<file path="src/rtl/core/lru_page_frame_table_defines.svh">
// Assertion macros shared by the frame table RTL
`ifndef LRU_PAGE_FRAME_TABLE_DEFINES_SVH
`define LRU_PAGE_FRAME_TABLE_DEFINES_SVH
// Assert that cond implies next-cycle cons
`define LPFT_ASSERT_NEXT(label, cond, cons) \
    label: assert property (@(posedge clk) disable iff (!rst_n) (cond) |=> (cons)) \
        else $error("assertion failed");
// Assert that cond implies cons in the same cycle
`define LPFT_ASSERT_NOW(label, cond, cons) \
    label: assert property (@(posedge clk) disable iff (!rst_n) (cond) |-> (cons)) \
        else $error("assertion failed");
`endif

</file>
<file path="src/rtl/core/lpft_pkg.sv">
// ----------------------------------------------------------------------------
// lpft_pkg
// Shared types and constants for the LRU page frame table.
// ----------------------------------------------------------------------------
package lpft_pkg;
    localparam int FRAMES = 64;
    localparam int IDX_W = $clog2(FRAMES);
    localparam int CNT_W = $clog2(FRAMES + 1);

    localparam logic [2:0] MODE_ADDR   = 3'd0;
    localparam logic [2:0] MODE_PAGE   = 3'd1;
    localparam logic [2:0] MODE_NEW    = 3'd2;
    localparam logic [2:0] MODE_REMOVE = 3'd3;
    localparam logic [2:0] MODE_TOUCH  = 3'd4;

    localparam logic CFG_MEM_SIZE  = 1'b0;
    localparam logic CFG_PAGE_SIZE = 1'b1;

    // Classified command passed from front to back
    typedef struct packed {
        logic [2:0]       mode;
        logic [15:0]      owner;
        logic [31:0]      page;
        logic [CNT_W-1:0] n;
        logic             nop;
    } cmd_t;

    typedef enum logic [2:0] {
        F_IDLE, F_DIVP, F_DIVA, F_PUSH
    } front_state_t;

    typedef enum logic [2:0] {
        B_IDLE, B_SCAN, B_APPLY, B_OUT
    } back_state_t;
endpackage

</file>
<file path="src/rtl/core/lpft_queue.sv">
// ----------------------------------------------------------------------------
// lpft_queue
// Two-entry command queue between front and back.
// ----------------------------------------------------------------------------
module lpft_queue (
    input  logic           clk,
    input  logic           rst_n,
    input  logic           in_valid,
    output logic           in_ready,
    input  lpft_pkg::cmd_t in_cmd,
    output logic           out_valid,
    input  logic           out_ready,
    output lpft_pkg::cmd_t out_cmd
);
    lpft_pkg::cmd_t mem_reg [2];
    logic           wp_reg, rp_reg;
    logic [1:0]     cnt_reg;
    logic           push, pop;

    assign in_ready  = (cnt_reg != 2'd2);
    assign out_valid = (cnt_reg != 2'd0);
    assign push      = in_valid && in_ready;
    assign pop       = out_valid && out_ready;
    assign out_cmd   = mem_reg[rp_reg];

    // Advance pointers and count
    always_ff @(posedge clk or negedge rst_n)
    begin
        if (!rst_n)
        begin
            wp_reg  <= 1'b0;
            rp_reg  <= 1'b0;
            cnt_reg <= 2'd0;
        end
        else
        begin
            if (push)
                wp_reg <= ~wp_reg;
            if (pop)
                rp_reg <= ~rp_reg;
            cnt_reg <= cnt_reg + {1'b0, push} - {1'b0, pop};
        end
    end

    // Store entries
    always_ff @(posedge clk)
    begin
        if (push)
            mem_reg[wp_reg] <= in_cmd;
    end
endmodule

</file>
<file path="config.mk">
export PLATFORM = sky130hd
export DESIGN_NAME = lpft_queue
export DESIGN_NICKNAME = d
export VERILOG_FILES = /design/src/rtl/core/lru_page_frame_table_defines.svh /design/src/rtl/core/lpft_pkg.sv /design/src/rtl/core/lpft_queue.sv
export SDC_FILE = /design/constraint.sdc
export NUM_CORES = 1
export LEC_CHECK = 0
export BUFFER_PORTS_ARGS = -buffer_cell sky130_fd_sc_hd__buf_2
export CAP_MARGIN = 40
export CORE_ASPECT_RATIO = 0.75
export CORE_MARGIN = 10
export CORE_UTILIZATION = 45
export CTS_BUF_LIST = sky130_fd_sc_hd__clkbuf_4
export DETAILED_ROUTE_END_ITERATION = 10
export PLACE_DENSITY = 0.81
export SETUP_SLACK_MARGIN = 0.4
export SLEW_MARGIN = 20
export SYNTH_ARGS = -nofsm -noshare
export SYNTH_HDL_FRONTEND = slang
export SYNTH_SLANG_ARGS = --single-unit
</file>
<file path="constraint.sdc">
create_clock -name clk -period 7.5 [get_ports clk]
set_clock_uncertainty 0.2 [all_clocks]
set_input_delay 1.125 -clock clk [delete_from_list [all_inputs] [get_ports clk]]
set_output_delay 1.125 -clock clk [all_outputs]
set_load 0.02 [all_outputs]
</file>
==> results_dict.tcl <==
set metrics [dict create \
    start_kind "register" \
    peakVddDrop_mv 0.233 \
    setup_tns_ns 0 \
    overflow 0 \
    cts_hold_buffers 0 \
    multiInputGateArea_sq_um 990 \
    leakage_nw 2.36 \
    slew_viol_final 0 \
    rows 32 \
    ys_types 14 \
    die_h_um 109 \
    ys_top_cells_by_area "edfxtp_1 75%, mux2_4 19%, dfrtp_1 2.1%" \
    finalHoldViolCount 0 \
    netlist.area_leader.share 0.753 \
    synthArstFlopShare 0.0328 \
    grt_antenna_before_repair 0 \
    place_area_sq_um 5470 \
    clock_path_buffers 2 \
    via_count 2243 \
    dr.pass1.iters 4 \
    finalWorstSetupSlack_ns 4.09 \
    worst_ep_arrival_time_ns 2.09 \
    status "finished clean" \
    clock_sinks 122 \
    syn_area_per_cell_sq_um 23.4 \
    cp.required_ns 6.17 \
    wl_per_cell_um 17.6 \
    drv_cap 0 \
    p_per_area_nw_per_um2 408 \
    syn-cell-area_sq_um 4710 \
    largest_register_ff_count 118 \
    drt_drc_violations_left 0 \
    cts_setup_buffers 0 \
    layout.nets 406 \
    ys_ff_latch 122 \
    hpwl_mm 5.83 \
    io_buffer_count 123 \
    yosysMostFrequentCell "edfxtp_1" \
    worst_pin_slew_ns 0.490 \
    totalWireLength_mm 8.64 \
    cts_resized 0 \
    synthCells 201 \
    rsz0062_at_grt "false" \
    period_needed_ns 3.41 \
    worstSetupPathType "reg -> out" \
    grt_pass1_wl_mm 13.3 \
    synth-main-ff-cell "edfxtp_1" \
    synth_edf_count 118 \
    die_w_um 138 \
    grt_max_degree 60 \
    start_util 0.459 \
    final.fill_count 832 \
    synthTopCellsByCount "118 x edfxtp_1, 59 x mux2_4, 7 x buf_6" \
    maxSlewHeadroom 0.673 \
    gp_congestion 0.677 \
    cts-root-buf "clkbuf_4" \
    die_area_sq_um 15000 \
    path_max_fanout 37 \
    cp-end-kind "output pin" \
    grt.total_usage 0.114 \
    first_iter_violations 116 \
    max_freq_ghz 0.293 \
    clk_latency_ns 0.48 \
    min_period_over_period 0.455 \
    cts_max_level 4 \
    clk_pin_slew_ns 0.11 \
    drive_above_1_share 0.624 \
    antenna_left 0 \
    post-place-ws_ns 4.58 \
    grt_pass1_vias 2495 \
    cts_tree "done" \
    yosys.area.top_type "edfxtp_1" \
    pin_count 124 \
    vias_per_cell 4.58 \
    cts_buffers 17 \
    yosys_warnings 0 \
    min_path_type "in -> async" \
    num_antenna_cells 0 \
    design_area_sq_um 5840 \
    ff_latch_area_sq_um 3650 \
    core-area_sq_um 10200 \
    area_growth_pct 24.0 \
    synth_seq_area_share 0.774 \
    synth_nets 266 \
    setup_viol 0 \
]
## routing by layer
metal  up-vias  wire length, um  GRT usage
met3        10              634     0.0574
met1      1087             3560      0.128
met4         0               87     0.0428
met2        72             4360      0.187
li1       1074                -          -
met5         -                0          0
## power by group
part	switching (mW)	internal, mW
sequential	0.0786	0.932
combinational	0.457	0.402
clock	0.248	0.265
total	0.783	1.60
## logic make-up (layout without fill, tap and decap cells)
kind of cell	Yosys count	in the layout	synth area share
xor+xnor	4	4	0.00744
simple gates	6	6	0.00744
flops	122	122	0.774
mux	59	59	0.188
fa+ha+maj	2	2	0.00532
buf+inv	8	161	0.0175
## area by class of cell
type	instances	share of cell area
clock inverters	15	0.0341
inverters	1	0.000643
clock buffers	17	0.0219
well taps	136	0.0292
flip-flops and latches	122	0.625
multi-input cells	71	0.170
repair buffers	128	0.120
## through the flow
stage	total power, mW	hold WS (ns)	cells	util
after floorplan	1.66	0.261	201	-
after global placement	1.86	0.295	455	0.531
after detailed placement	1.90	0.332	456	0.534
after CTS	2.41	0.166	488	0.565
after global routing	2.51	0.148	490	0.569
final	2.38	0.224	490	0.569
## critical path, cell delays in order, from the launching register on
cell	delay, ns
dfrtp_4	0.75
buf_16	0.32
mux2_4	0.33
buf_2	0.16
## cells in the final DEF, fill, tap and decap left out
cell        Yosys  final
and2_4          1      1
and3_2          0      1
buf_12          0      2
buf_16          0      1
buf_2           0    123
buf_4           0      2
bufinv_16       0      4
clkbuf_4        0     17
clkinv_1        0      2
clkinv_2        0      1
clkinv_4        0      3
clkinvlp_4      0      3
dfrtp_1         4      3
dfrtp_4         0      1
edfxtp_1      118    118
ha_1            2      2
inv_1           1      1
inv_6           0      2
mux2_4         59     59
nand2_1         1      1
nand2b_1        1      1
nor2_4          0      1
or2_1           1      1
xnor2_1         3      3
xor2_1          1      1
## worst paths after layout
| check | to | cells after the start | slack (ns) | from |
|---|---|---|---|---|
| max | out_cmd[0] | 3 | 4.09 | rp_reg |
| min | rp_reg | 1 | 0.22 | rst_n |
| max reg2reg | mem_reg[0][1] | 5 | 5.56 | cnt_reg[1] |
| min reg2reg | cnt_reg[0] | 1 | 0.35 | cnt_reg[0] |
| max in group asynchronous | rp_reg | 1 | 6.74 | rst_n |
| min in group clk | cnt_reg[0] | 1 | 0.35 | cnt_reg[0] |
No activity file was read; power rests on OpenSTA's default activity.
