--- config.mk ---
export PLATFORM = sky130hd
export DESIGN_NAME = lpft_front
export DESIGN_NICKNAME = d
export VERILOG_FILES = /design/src/rtl/core/lru_page_frame_table_defines.svh /design/src/rtl/core/lpft_pkg.sv /design/src/rtl/core/lpft_front.sv
export SDC_FILE = /design/constraint.sdc
export NUM_CORES = 1
export LEC_CHECK = 0
export ABC_AREA = 1
export CORE_MARGIN = 1.5
export CORE_UTILIZATION = 60
export CTS_CLUSTER_DIAMETER = 80
export CTS_CLUSTER_SIZE = 28
export DETAILED_ROUTE_END_ITERATION = 8
export DONT_BUFFER_PORTS = 1
export PLACE_DENSITY = 0.83
export SETUP_SLACK_MARGIN = 0.5
export SLEW_MARGIN = 20
export SYNTH_ARGS = -nofsm -noshare
export SYNTH_HDL_FRONTEND = slang
export SYNTH_SLANG_ARGS = --single-unit
--- constraint.sdc ---
create_clock -name clk -period 11.68 [get_ports clk]
set_input_delay 2.336 -clock clk [delete_from_list [all_inputs] [get_ports clk]]
set_output_delay 2.336 -clock clk [all_outputs]
set_load 0.05 [all_outputs]
--- src/rtl/core/lru_page_frame_table_defines.svh ---
// Assertion macros shared by the frame table RTL
`ifndef LRU_PAGE_FRAME_TABLE_DEFINES_SVH
`define LRU_PAGE_FRAME_TABLE_DEFINES_SVH
// Assert that cond implies next-cycle cons
`define LPFT_ASSERT_NEXT(label, cond, cons) \
    label: assert property (@(posedge clk) disable iff (!rst_n) (cond) |=> (cons)) \
        else $error("assertion failed");
// Assert that cond implies cons in the same cycle
`define LPFT_ASSERT_NOW(label, cond, cons) \
    label: assert property (@(posedge clk) disable iff (!rst_n) (cond) |-> (cons)) \
        else $error("assertion failed");
`endif

--- src/rtl/core/lpft_pkg.sv ---
// ----------------------------------------------------------------------------
// lpft_pkg
// Shared types and constants for the LRU page frame table.
// ----------------------------------------------------------------------------
package lpft_pkg;
    localparam int FRAMES = 64;
    localparam int IDX_W = $clog2(FRAMES);
    localparam int CNT_W = $clog2(FRAMES + 1);

    localparam logic [2:0] MODE_ADDR   = 3'd0;
    localparam logic [2:0] MODE_PAGE   = 3'd1;
    localparam logic [2:0] MODE_NEW    = 3'd2;
    localparam logic [2:0] MODE_REMOVE = 3'd3;
    localparam logic [2:0] MODE_TOUCH  = 3'd4;

    localparam logic CFG_MEM_SIZE  = 1'b0;
    localparam logic CFG_PAGE_SIZE = 1'b1;

    // Classified command passed from front to back
    typedef struct packed {
        logic [2:0]       mode;
        logic [15:0]      owner;
        logic [31:0]      page;
        logic [CNT_W-1:0] n;
        logic             nop;
    } cmd_t;

    typedef enum logic [2:0] {
        F_IDLE, F_DIVP, F_DIVA, F_PUSH
    } front_state_t;

    typedef enum logic [2:0] {
        B_IDLE, B_SCAN, B_APPLY, B_OUT
    } back_state_t;
endpackage

--- src/rtl/core/lpft_front.sv ---
// ----------------------------------------------------------------------------
// lpft_front
// Accepts transactions, computes frames in use and the page of an address
// with a shared restoring divider (one quotient bit per cycle).
// ----------------------------------------------------------------------------
module lpft_front (
    input  logic                 clk,
    input  logic                 rst_n,
    input  logic                 in_valid,
    output logic                 in_ready,
    input  logic [2:0]           mode,
    input  logic [31:0]          address,
    input  logic [15:0]          owner,
    input  logic [31:0]          page_number,
    input  logic [31:0]          memory_size,
    input  logic [31:0]          page_size,
    output logic                 q_valid,
    input  logic                 q_ready,
    output lpft_pkg::cmd_t       q_cmd
);
    lpft_pkg::front_state_t state_reg, state_next;
    logic [2:0]  mode_reg;
    logic [15:0] owner_reg;
    logic [31:0] pnum_reg;
    logic [31:0] addr_reg;
    logic [31:0] address_hold;
    logic [31:0] num_reg, num_next;
    logic [31:0] rem_reg, rem_next;
    logic [5:0]  bit_reg, bit_next;
    logic [31:0] nq_reg, nq_next;
    logic [32:0] trial;
    logic        zero_div;

    assign zero_div     = (page_size == 32'd0);
    assign trial        = {rem_reg, num_reg[31]} - {1'b0, page_size};
    assign in_ready     = (state_reg == lpft_pkg::F_IDLE);
    assign address_hold = addr_reg;

    // Advance the divider and the sequence
    always_comb
    begin
        state_next = state_reg;
        num_next   = num_reg;
        rem_next   = rem_reg;
        bit_next   = bit_reg;
        nq_next    = nq_reg;
        case (state_reg)
            lpft_pkg::F_IDLE:
            begin
                if (in_valid)
                begin
                    num_next   = memory_size;
                    rem_next   = 32'd0;
                    bit_next   = 6'd0;
                    state_next = zero_div ? lpft_pkg::F_PUSH : lpft_pkg::F_DIVP;
                    nq_next    = 32'hFFFF_FFFF;
                end
            end
            lpft_pkg::F_DIVP, lpft_pkg::F_DIVA:
            begin
                if (!trial[32])
                begin
                    rem_next = trial[31:0];
                    num_next = {num_reg[30:0], 1'b1};
                end
                else
                begin
                    rem_next = {rem_reg[30:0], num_reg[31]};
                    num_next = {num_reg[30:0], 1'b0};
                end
                bit_next = bit_reg + 6'd1;
                if (bit_reg == 6'd31)
                begin
                    bit_next = 6'd0;
                    if (state_reg == lpft_pkg::F_DIVP)
                    begin
                        nq_next = num_next;
                        if (mode_reg == lpft_pkg::MODE_ADDR)
                        begin
                            num_next   = address_hold;
                            rem_next   = 32'd0;
                            state_next = lpft_pkg::F_DIVA;
                        end
                        else
                            state_next = lpft_pkg::F_PUSH;
                    end
                    else
                        state_next = lpft_pkg::F_PUSH;
                end
            end
            lpft_pkg::F_PUSH:
            begin
                if (q_ready)
                    state_next = lpft_pkg::F_IDLE;
            end
            default: state_next = lpft_pkg::F_IDLE;
        endcase
    end

    always_ff @(posedge clk or negedge rst_n)
    begin
        if (!rst_n)
            state_reg <= lpft_pkg::F_IDLE;
        else
            state_reg <= state_next;
    end

    // Hold the transaction and divider data
    always_ff @(posedge clk)
    begin
        num_reg <= num_next;
        rem_reg <= rem_next;
        bit_reg <= bit_next;
        nq_reg  <= nq_next;
        if (state_reg == lpft_pkg::F_IDLE && in_valid)
        begin
            mode_reg  <= mode;
            owner_reg <= owner;
            pnum_reg  <= page_number;
            addr_reg  <= address;
        end
    end

    // Build the classified command
    always_comb
    begin
        q_cmd.mode  = mode_reg;
        q_cmd.owner = owner_reg;
        if (mode_reg == lpft_pkg::MODE_ADDR)
            q_cmd.page = zero_div ? 32'hFFFF_FFFF : num_reg;
        else
            q_cmd.page = pnum_reg;
        if (zero_div || nq_reg >= 32'(lpft_pkg::FRAMES))
            q_cmd.n = lpft_pkg::CNT_W'(lpft_pkg::FRAMES);
        else
            q_cmd.n = nq_reg[lpft_pkg::CNT_W-1:0];
        q_cmd.nop = (q_cmd.n == '0) || (mode_reg > lpft_pkg::MODE_TOUCH);
    end
    assign q_valid = (state_reg == lpft_pkg::F_PUSH);
endmodule

==> impl_results.md, run 1 <==
* Fill count at around 1400
* Layout cell share with drive strength beyond 1 at 5.46%
* Post-Synthesis Cells at ~1300
* Full die area at between 15000 and 20000 um2
* Gr ovfl total at 0
* Commonest non-fill, non-tap cell in the layout: nand2_1
* Actual slew at the worst max-slew pin at 1.20 ns
* Die Height at about 140 um
* Post-CTS setup buffer count at 0
* Setup violations, final at 0
* Num rows at 48
* Unrepaired setup endpoints after global routing: no
* Non-Filler Instances at 1544
* Hold_ws at 0.547 ns
* Initial antenna violation count at 0
* Synth top area share at about half
* Routed len/inst at between 15 and 20 um
* # resized after CTS at 0
* TritonCTS clock tree: done
* Synth Warn # at 0
* Synth async-reset ratio at 1.07%
* TritonCTS Sinks at roughly 190
* Dpl cells at around 1500
* Startpoint type of the worst setup path: input pin
* Synth Register Bits at approximately 190
* Starting density of the core at 61.8%
* NetSw at approximately 1.7 mW
* Post-place instance area at between 10000 and 15000 um2
* Post-synth EDFFs at around 190
* Core outline area at 17400 um2
* Maximum clock path buffer count at 2
* Clock H-tree levels at 4
* Worst Path Max Fanout at 35
* Port-buffer cells at 0
* Comb power frac at between 40% and 50%
* Power, Total at roughly 3.6 mW
* Largest net degree at the start of global routing at between 70 and 80
* Cell area after layout at around 12000 um2
* Num CTS Buffers at 17
* Fin crit period at between 6 and 7 ns
* Status: complete, no violations
* DRT Pass-1 Iters at 5
* Top FF cell, synth: edfxtp_1
* Yosys top cell by area: edfxtp_1
* Internal power at roughly 1.9 mW
* Critical Path RT at ~9.3 ns
* # DRC at 0
* Worst hold path class: reg -> reg
* Clock insertion delay at the later pin of the skew report at ~0.44 ns
* Distinct cells, synth at 34
* 1st-iter DRT viols at 583
* Clock power frac at about 17%
* Maximum vdd drop at 0.201 mV
* PD cells at around 310 nW/um2
* Nets at roughly 1500
* Critical Path AT at about 4.5 ns
* Hpwl dp at 17900 um
* Sequential fraction of the synthesis area at 52.1%
* Area delta synth->final at 8.05%
* Slew HR at approximately a fifth
* # hold bufs at CTS at 0
* Vias per inst at 5.42
* Top post-synthesis cells by area: edfxtp_1 (52%), nand2_1 (14%), inv_1 (8.8%), nor2_1 (5.6%), ha_1 (4.3%)
* Fin. Hold Viols at 0
* Worst Setup End Kind: output port
* Netlist Area Pre-Place at between 10000 and 15000 um2
* Syn Nets at ~1500
* Leak Pwr at between 5 and 6 nW
* Routability Congestion at 0.957
* Worst-path clk slew at approximately 0.080 ns
* Root buffer cell: clkbuf_16
* Antenna Nets Post-Route at 0
* Skew final at 0.0129 ns
* Total routed wirelength at 24800 um
* Sw Share at between 40% and 50%
* Vias in the first global route at approximately 8000
* Setup TNS at 0 ns
* Highest-count cells in the layout ignoring fill and taps: nand2_1 (394), inv_1 (249), edfxtp_1 (185), nor2_1 (160), nand3_1 (64)
* Max-cap violations at 0
* Crit Path Class: in -> out
* Fmax at around 150 MHz
* First-pass GRT wire length at 37800 um
* I/O pins at approximately 210
* Width of the die at 137 um
* Fin. max-slew vios at 0
* Syn_area_per_cell at 8.17 um2
* Routed vias at 8362
* Reg power frac at a little over a third
* Fin crit share at between 50% and 60%
* Antenna diodes at 0
* Gr usage total at approximately a quarter
-- final cells by class --
class                      count  area [um2]  area share [%]
inverter                     252         947            8.14
timing repair buffer           8        60.1           0.516
tap                          225         282            2.42
multi-input combinational    840        4110            35.3
clock buffer                  17         425            3.66
clock inverter                15         205            1.76
sequential                   187        5610            48.2
-- synthesized netlist by cell type, types with 8 or more instances --
master,count
nand4_1,12
a31oi_1,33
nand3_1,64
buf_1,8
inv_1,252
nand2_1,394
xor2_1,10
o21ai_0,35
clkbuf_1,20
a21oi_1,54
edfxtp_1,185
ha_1,37
nor2_1,161
-- worst max-delay path, cell delays in order --
cell	delay (ns)
inv_1	0.05
nand4_1	0.09
nor3_1	0.09
nand4_1	0.10
buf_4	0.41
nand2_1	0.51
nor2_1	0.84
-- cells by family (layout without fill, tap and decap cells) --
logic type                 Yosys count  count (layout)  synth area share [%]
adders and majority gates           38              38                  4.49
xor gates and xnor gates            15              15                  1.22
buffers and inverters              291             292                  10.8
DFF                                187             187                  52.1
and+or+nand+nor                    657             657                  24.7
AOI/OAI and AO/OA                  130             130                  6.72
-- routing by layer --
metal / wire length (um) / track usage, %
met5: 0 / 0
met2: 12500 / 47.3
met1: 9930 / 31.4
met4: 546 / 10.5
met3: 1740 / 5.81
-- metrics by stage --
| step | setup WS, ns | utilization (%) |
|---|---|---|
| after detailed placement | 4.93 | 62.7 |
| after CTS | 4.92 | 66.4 |
| final | 4.86 | 66.8 |
| after floorplan | 4.05 | - |
| after global placement | 4.98 | 62.7 |
| after global routing | 4.74 | 66.8 |
-- path summary, 6_finish.rpt --
check | endpoint | depth (start not counted) | startpoint | slack, ns
min in group asynchronous | state_reg[0]$_DFFE_PN0P_ | 0 | rst_n | 1.59
max reg2reg | nq_reg[19]$_SDFFCE_PP1P_ | 8 | state_reg[0]$_DFFE_PN0P_ | 8.24
min | nq_reg[28]$_SDFFCE_PP1P_ | 2 | num_reg[27]$_DFFE_PP_ | 0.55
max | q_cmd[1] | 7 | page_size[28] | 4.86
min reg2reg | nq_reg[28]$_SDFFCE_PP1P_ | 2 | num_reg[27]$_DFFE_PP_ | 0.55
max in group asynchronous | state_reg[1]$_DFFE_PN0P_ | 0 | rst_n | 10.03
-- power by group through the flow --
| stage | sequential (mW) | combinational, mW | clock [mW] |
|---|---|---|---|
| finish | 1.29 | 1.73 | 0.603 |
| global route | 1.31 | 1.95 | 0.632 |
| CTS | 1.29 | 1.71 | 0.611 |
| detailed placement | 1.30 | 1.70 | 0 |
| global placement | 1.29 | 1.66 | 0 |
| floorplan | 1.29 | 1.37 | 0 |
No activity file was read; power rests on OpenSTA's default activity.
==> run 2: changes to the inputs <==
--- a/config.mk
+++ b/config.mk
@@ -5,7 +5,7 @@
 export SDC_FILE = /design/constraint.sdc
 export NUM_CORES = 1
 export LEC_CHECK = 0
-export ABC_AREA = 1
+export ABC_AREA = 0
 export CORE_MARGIN = 1.5
 export CORE_UTILIZATION = 60
 export CTS_CLUSTER_DIAMETER = 80
==> constraint.sdc (replaced) <==
create_clock -name clk -period 7.03 [get_ports clk]
set_input_delay 1.406 -clock clk [delete_from_list [all_inputs] [get_ports clk]]
set_output_delay 1.406 -clock clk [all_outputs]
set_load 0.05 [all_outputs]
==> impl_results.md, run 2 <==
* Gr usage total at 24.7%
* I/O pins at around 210
* Maximum vdd drop at about 0.39 mV
* Power, Total at 5.66 mW
* Worst hold path class: reg -> reg
* Clock insertion delay at the later pin of the skew report at 0.43 ns
* # hold bufs at CTS at 0
* Syn Nets at 1050
* Synth Register Bits at approximately 190
* Sw Share at 42.5%
* Internal power at between 3 and 4 mW
* Highest-count cells in the layout ignoring fill and taps: edfxtp_1 (185), nor2_1 (142), a21oi_1 (98), mux2i_1 (52), inv_1 (44)
* # resized after CTS at 0
* Synth async-reset ratio at under 10%
* Fmax at 180 MHz
* Crit Path Class: in -> out
* Num rows at 46
* Worst Path Max Fanout at 34
* Routed len/inst at between 15 and 20 um
* Synth Warn # at 0
* Root buffer cell: clkbuf_16
* Distinct cells, synth at between 60 and 70
* Most frequent cell after synthesis: edfxtp_1
* Top FF cell, synth: edfxtp_1
* Hold Path Stages at 2
* DRT Pass-1 Iters at 5
* Fin. Hold Viols at 0
* Post-Synthesis Cells at around 860
* Fin util at around 67%
* Num CTS Buffers at 17
* Routed vias at around 6500
* PD cells at 533 nW/um2
* Die Height at 131 um
* Top post-synthesis cells by area: edfxtp_1 (57%), nor2_1 (5.5%), mux2i_1 (5.3%), a21oi_1 (5.1%), ha_1 (4.7%)
* Clock power frac at around 17%
* Area delta synth->final at 8.15%
* Syn_area_per_cell at about 11 um2
* Width of the die at 131 um
* Sequential fraction of the synthesis area at between 50% and 60%
* Setup violations, final at 0
* Worst-path clk slew at roughly 0.07 ns
* Post-synth EDFFs at around 190
* Starting density of the core at between 60% and 70%
* TritonCTS Sinks at about 190
* Fin crit share at around four fifths
* Startpoint type of the worst setup path: input pin
* NetSw at approximately 2.4 mW
* Reg power frac at a little under 40%
* Largest net degree at the start of global routing at 101
* Fin crit period at between 5 and 6 ns
* Antenna Nets Post-Route at 0
* Skew final at 0.0102 ns
* Yosys top cell by area: edfxtp_1
* Post-CTS setup buffer count at 0
* Dpl cells at roughly 1000
* Full die area at 17100 um2
* Core outline area at between 15000 and 20000 um2
* Vias in the first global route at a little over 6000
* First-pass GRT wire length at 31400 um
* Setup TNS at 0 ns
* Total routed wirelength at between 20000 and 25000 um
* Layout cell share with drive strength beyond 1 at between 8 and 9%
* Reg2Reg Setup Slack at around 3.2 ns
* Worst Setup End Kind: output port
* Comb power frac at 44.4%
* Routability Congestion at about 0.87
* Status: complete, no violations
* Max-cap violations at 0
* Nets at between 1000 and 1500
* Unrepaired setup endpoints after global routing: no
* Hpwl dp at about 15000 um
* # DRC at 0
* Commonest non-fill, non-tap cell in the layout: edfxtp_1
* Non-Filler Instances at about 1100
* Pre-CTS setup slack at between 1 and 1.5 ns
* Leak Pwr at 3.84 nW
* Fin. max-slew vios at 0
* Port-buffer cells at 0
* Maximum clock path buffer count at 2
* Critical Path AT at 4.15 ns
* Fill count at about 1200
* TritonCTS clock tree: done
* Initial antenna violation count at 1
* Netlist Area Pre-Place at a little under 10000 um2
* Clock H-tree levels at 4
* Synth top area share at 56.6%
* Top post-synthesis cells by count: edfxtp_1 (185), nor2_1 (144), a21oi_1 (99), mux2i_1 (52), inv_1 (44)
* Critical Path RT at about 5.6 ns
* 1st-iter DRT viols at 373
* Actual slew at the worst max-slew pin at ~1.1 ns
* Slew HR at about 24%
* Reg2Reg Depth at 13
* Post-route setup slack at around 1.5 ns
* Gr ovfl total at 0
* Vias per inst at just over 6
==> run 2: changes by cell type after synthesis, sizes merged, moves of 10 or more <==
cell    previous run  this run
a21oi             55        99
mux2i              0        52
nor2             165       146
a211oi             0        10
inv              252        44
a21o               2        12
nand2b             0        35
xnor2              5        19
nand3             66         8
o21ai             35        21
nor4               2        14
a31oi             33         5
nand2            401        38
==> run 2: cells by family after synthesis <==
group | after synthesis | share of synthesized area, %
compound gates | 188 | 12.2
xor+xnor | 32 | 3.05
fa+ha+maj | 38 | 4.92
buf+inv | 85 | 3.76
flops | 187 | 57.1
mux | 52 | 5.31
simple gates | 279 | 13.6
==> run 2: worst max-delay path, stage by stage <==
cell	delay, ns
nor4_1	0.61
nand4_1	0.28
nor2_4	0.77
nor2_1	0.11
a21oi_1	0.93
==> run 2: layout make-up <==
type,count,area (um2),share of cell area [%]
diodes,2,5.00,0.0472
clock buffers,17,425,4.01
clock inverters,15,175,1.65
inverters,44,165,1.56
multi-input cells,589,3890,36.7
flip-flops and latches,187,5610,52.8
well taps,216,270,2.55
repair buffers,9,67.6,0.637
==> run 2: through the flow <==
step	hold WS, ns	area (um2)
global placement	0.528	10000
finish	0.560	10600
CTS	0.561	10600
detailed placement	0.543	10000
global route	0.607	10600
floorplan	0.498	9810
==> run 2: path summary, 6_finish.rpt <==
| path | startpoint | end |
|---|---|---|
| min | state_reg[0]$_DFFE_PN0P_ | state_reg[0]$_DFFE_PN0P_ |
| min in group asynchronous | rst_n | state_reg[0]$_DFFE_PN0P_ |
| max in group asynchronous | rst_n | state_reg[1]$_DFFE_PN0P_ |
| min reg2reg | state_reg[0]$_DFFE_PN0P_ | state_reg[0]$_DFFE_PN0P_ |
| max reg2reg | num_reg[31]$_DFFE_PP_ | rem_reg[3]$_SDFFCE_PP0P_ |
| max | page_size[27] | q_cmd[17] |
==> run 2: power by group through the flow <==
stage,logic (mW),registers [mW],clock network (mW)
floorplan,2.08,2.15,0
global placement,2.43,2.22,0
detailed placement,2.49,2.23,0
CTS,2.51,2.20,0.958
global route,2.77,2.24,0.995
finish,2.51,2.20,0.944
==> run 2: layer usage <==
| layer | up-vias | GRT usage [%] | share of wire [%] |
|---|---|---|---|
| met5 | - | 0 | 0.062 |
| met2 | 275 | 40.6 | 48 |
| li1 | 3097 | - | - |
| met3 | 38 | 5.66 | 6.8 |
| met4 | 2 | 10.4 | 2.3 |
| met1 | 3112 | 31.8 | 43 |
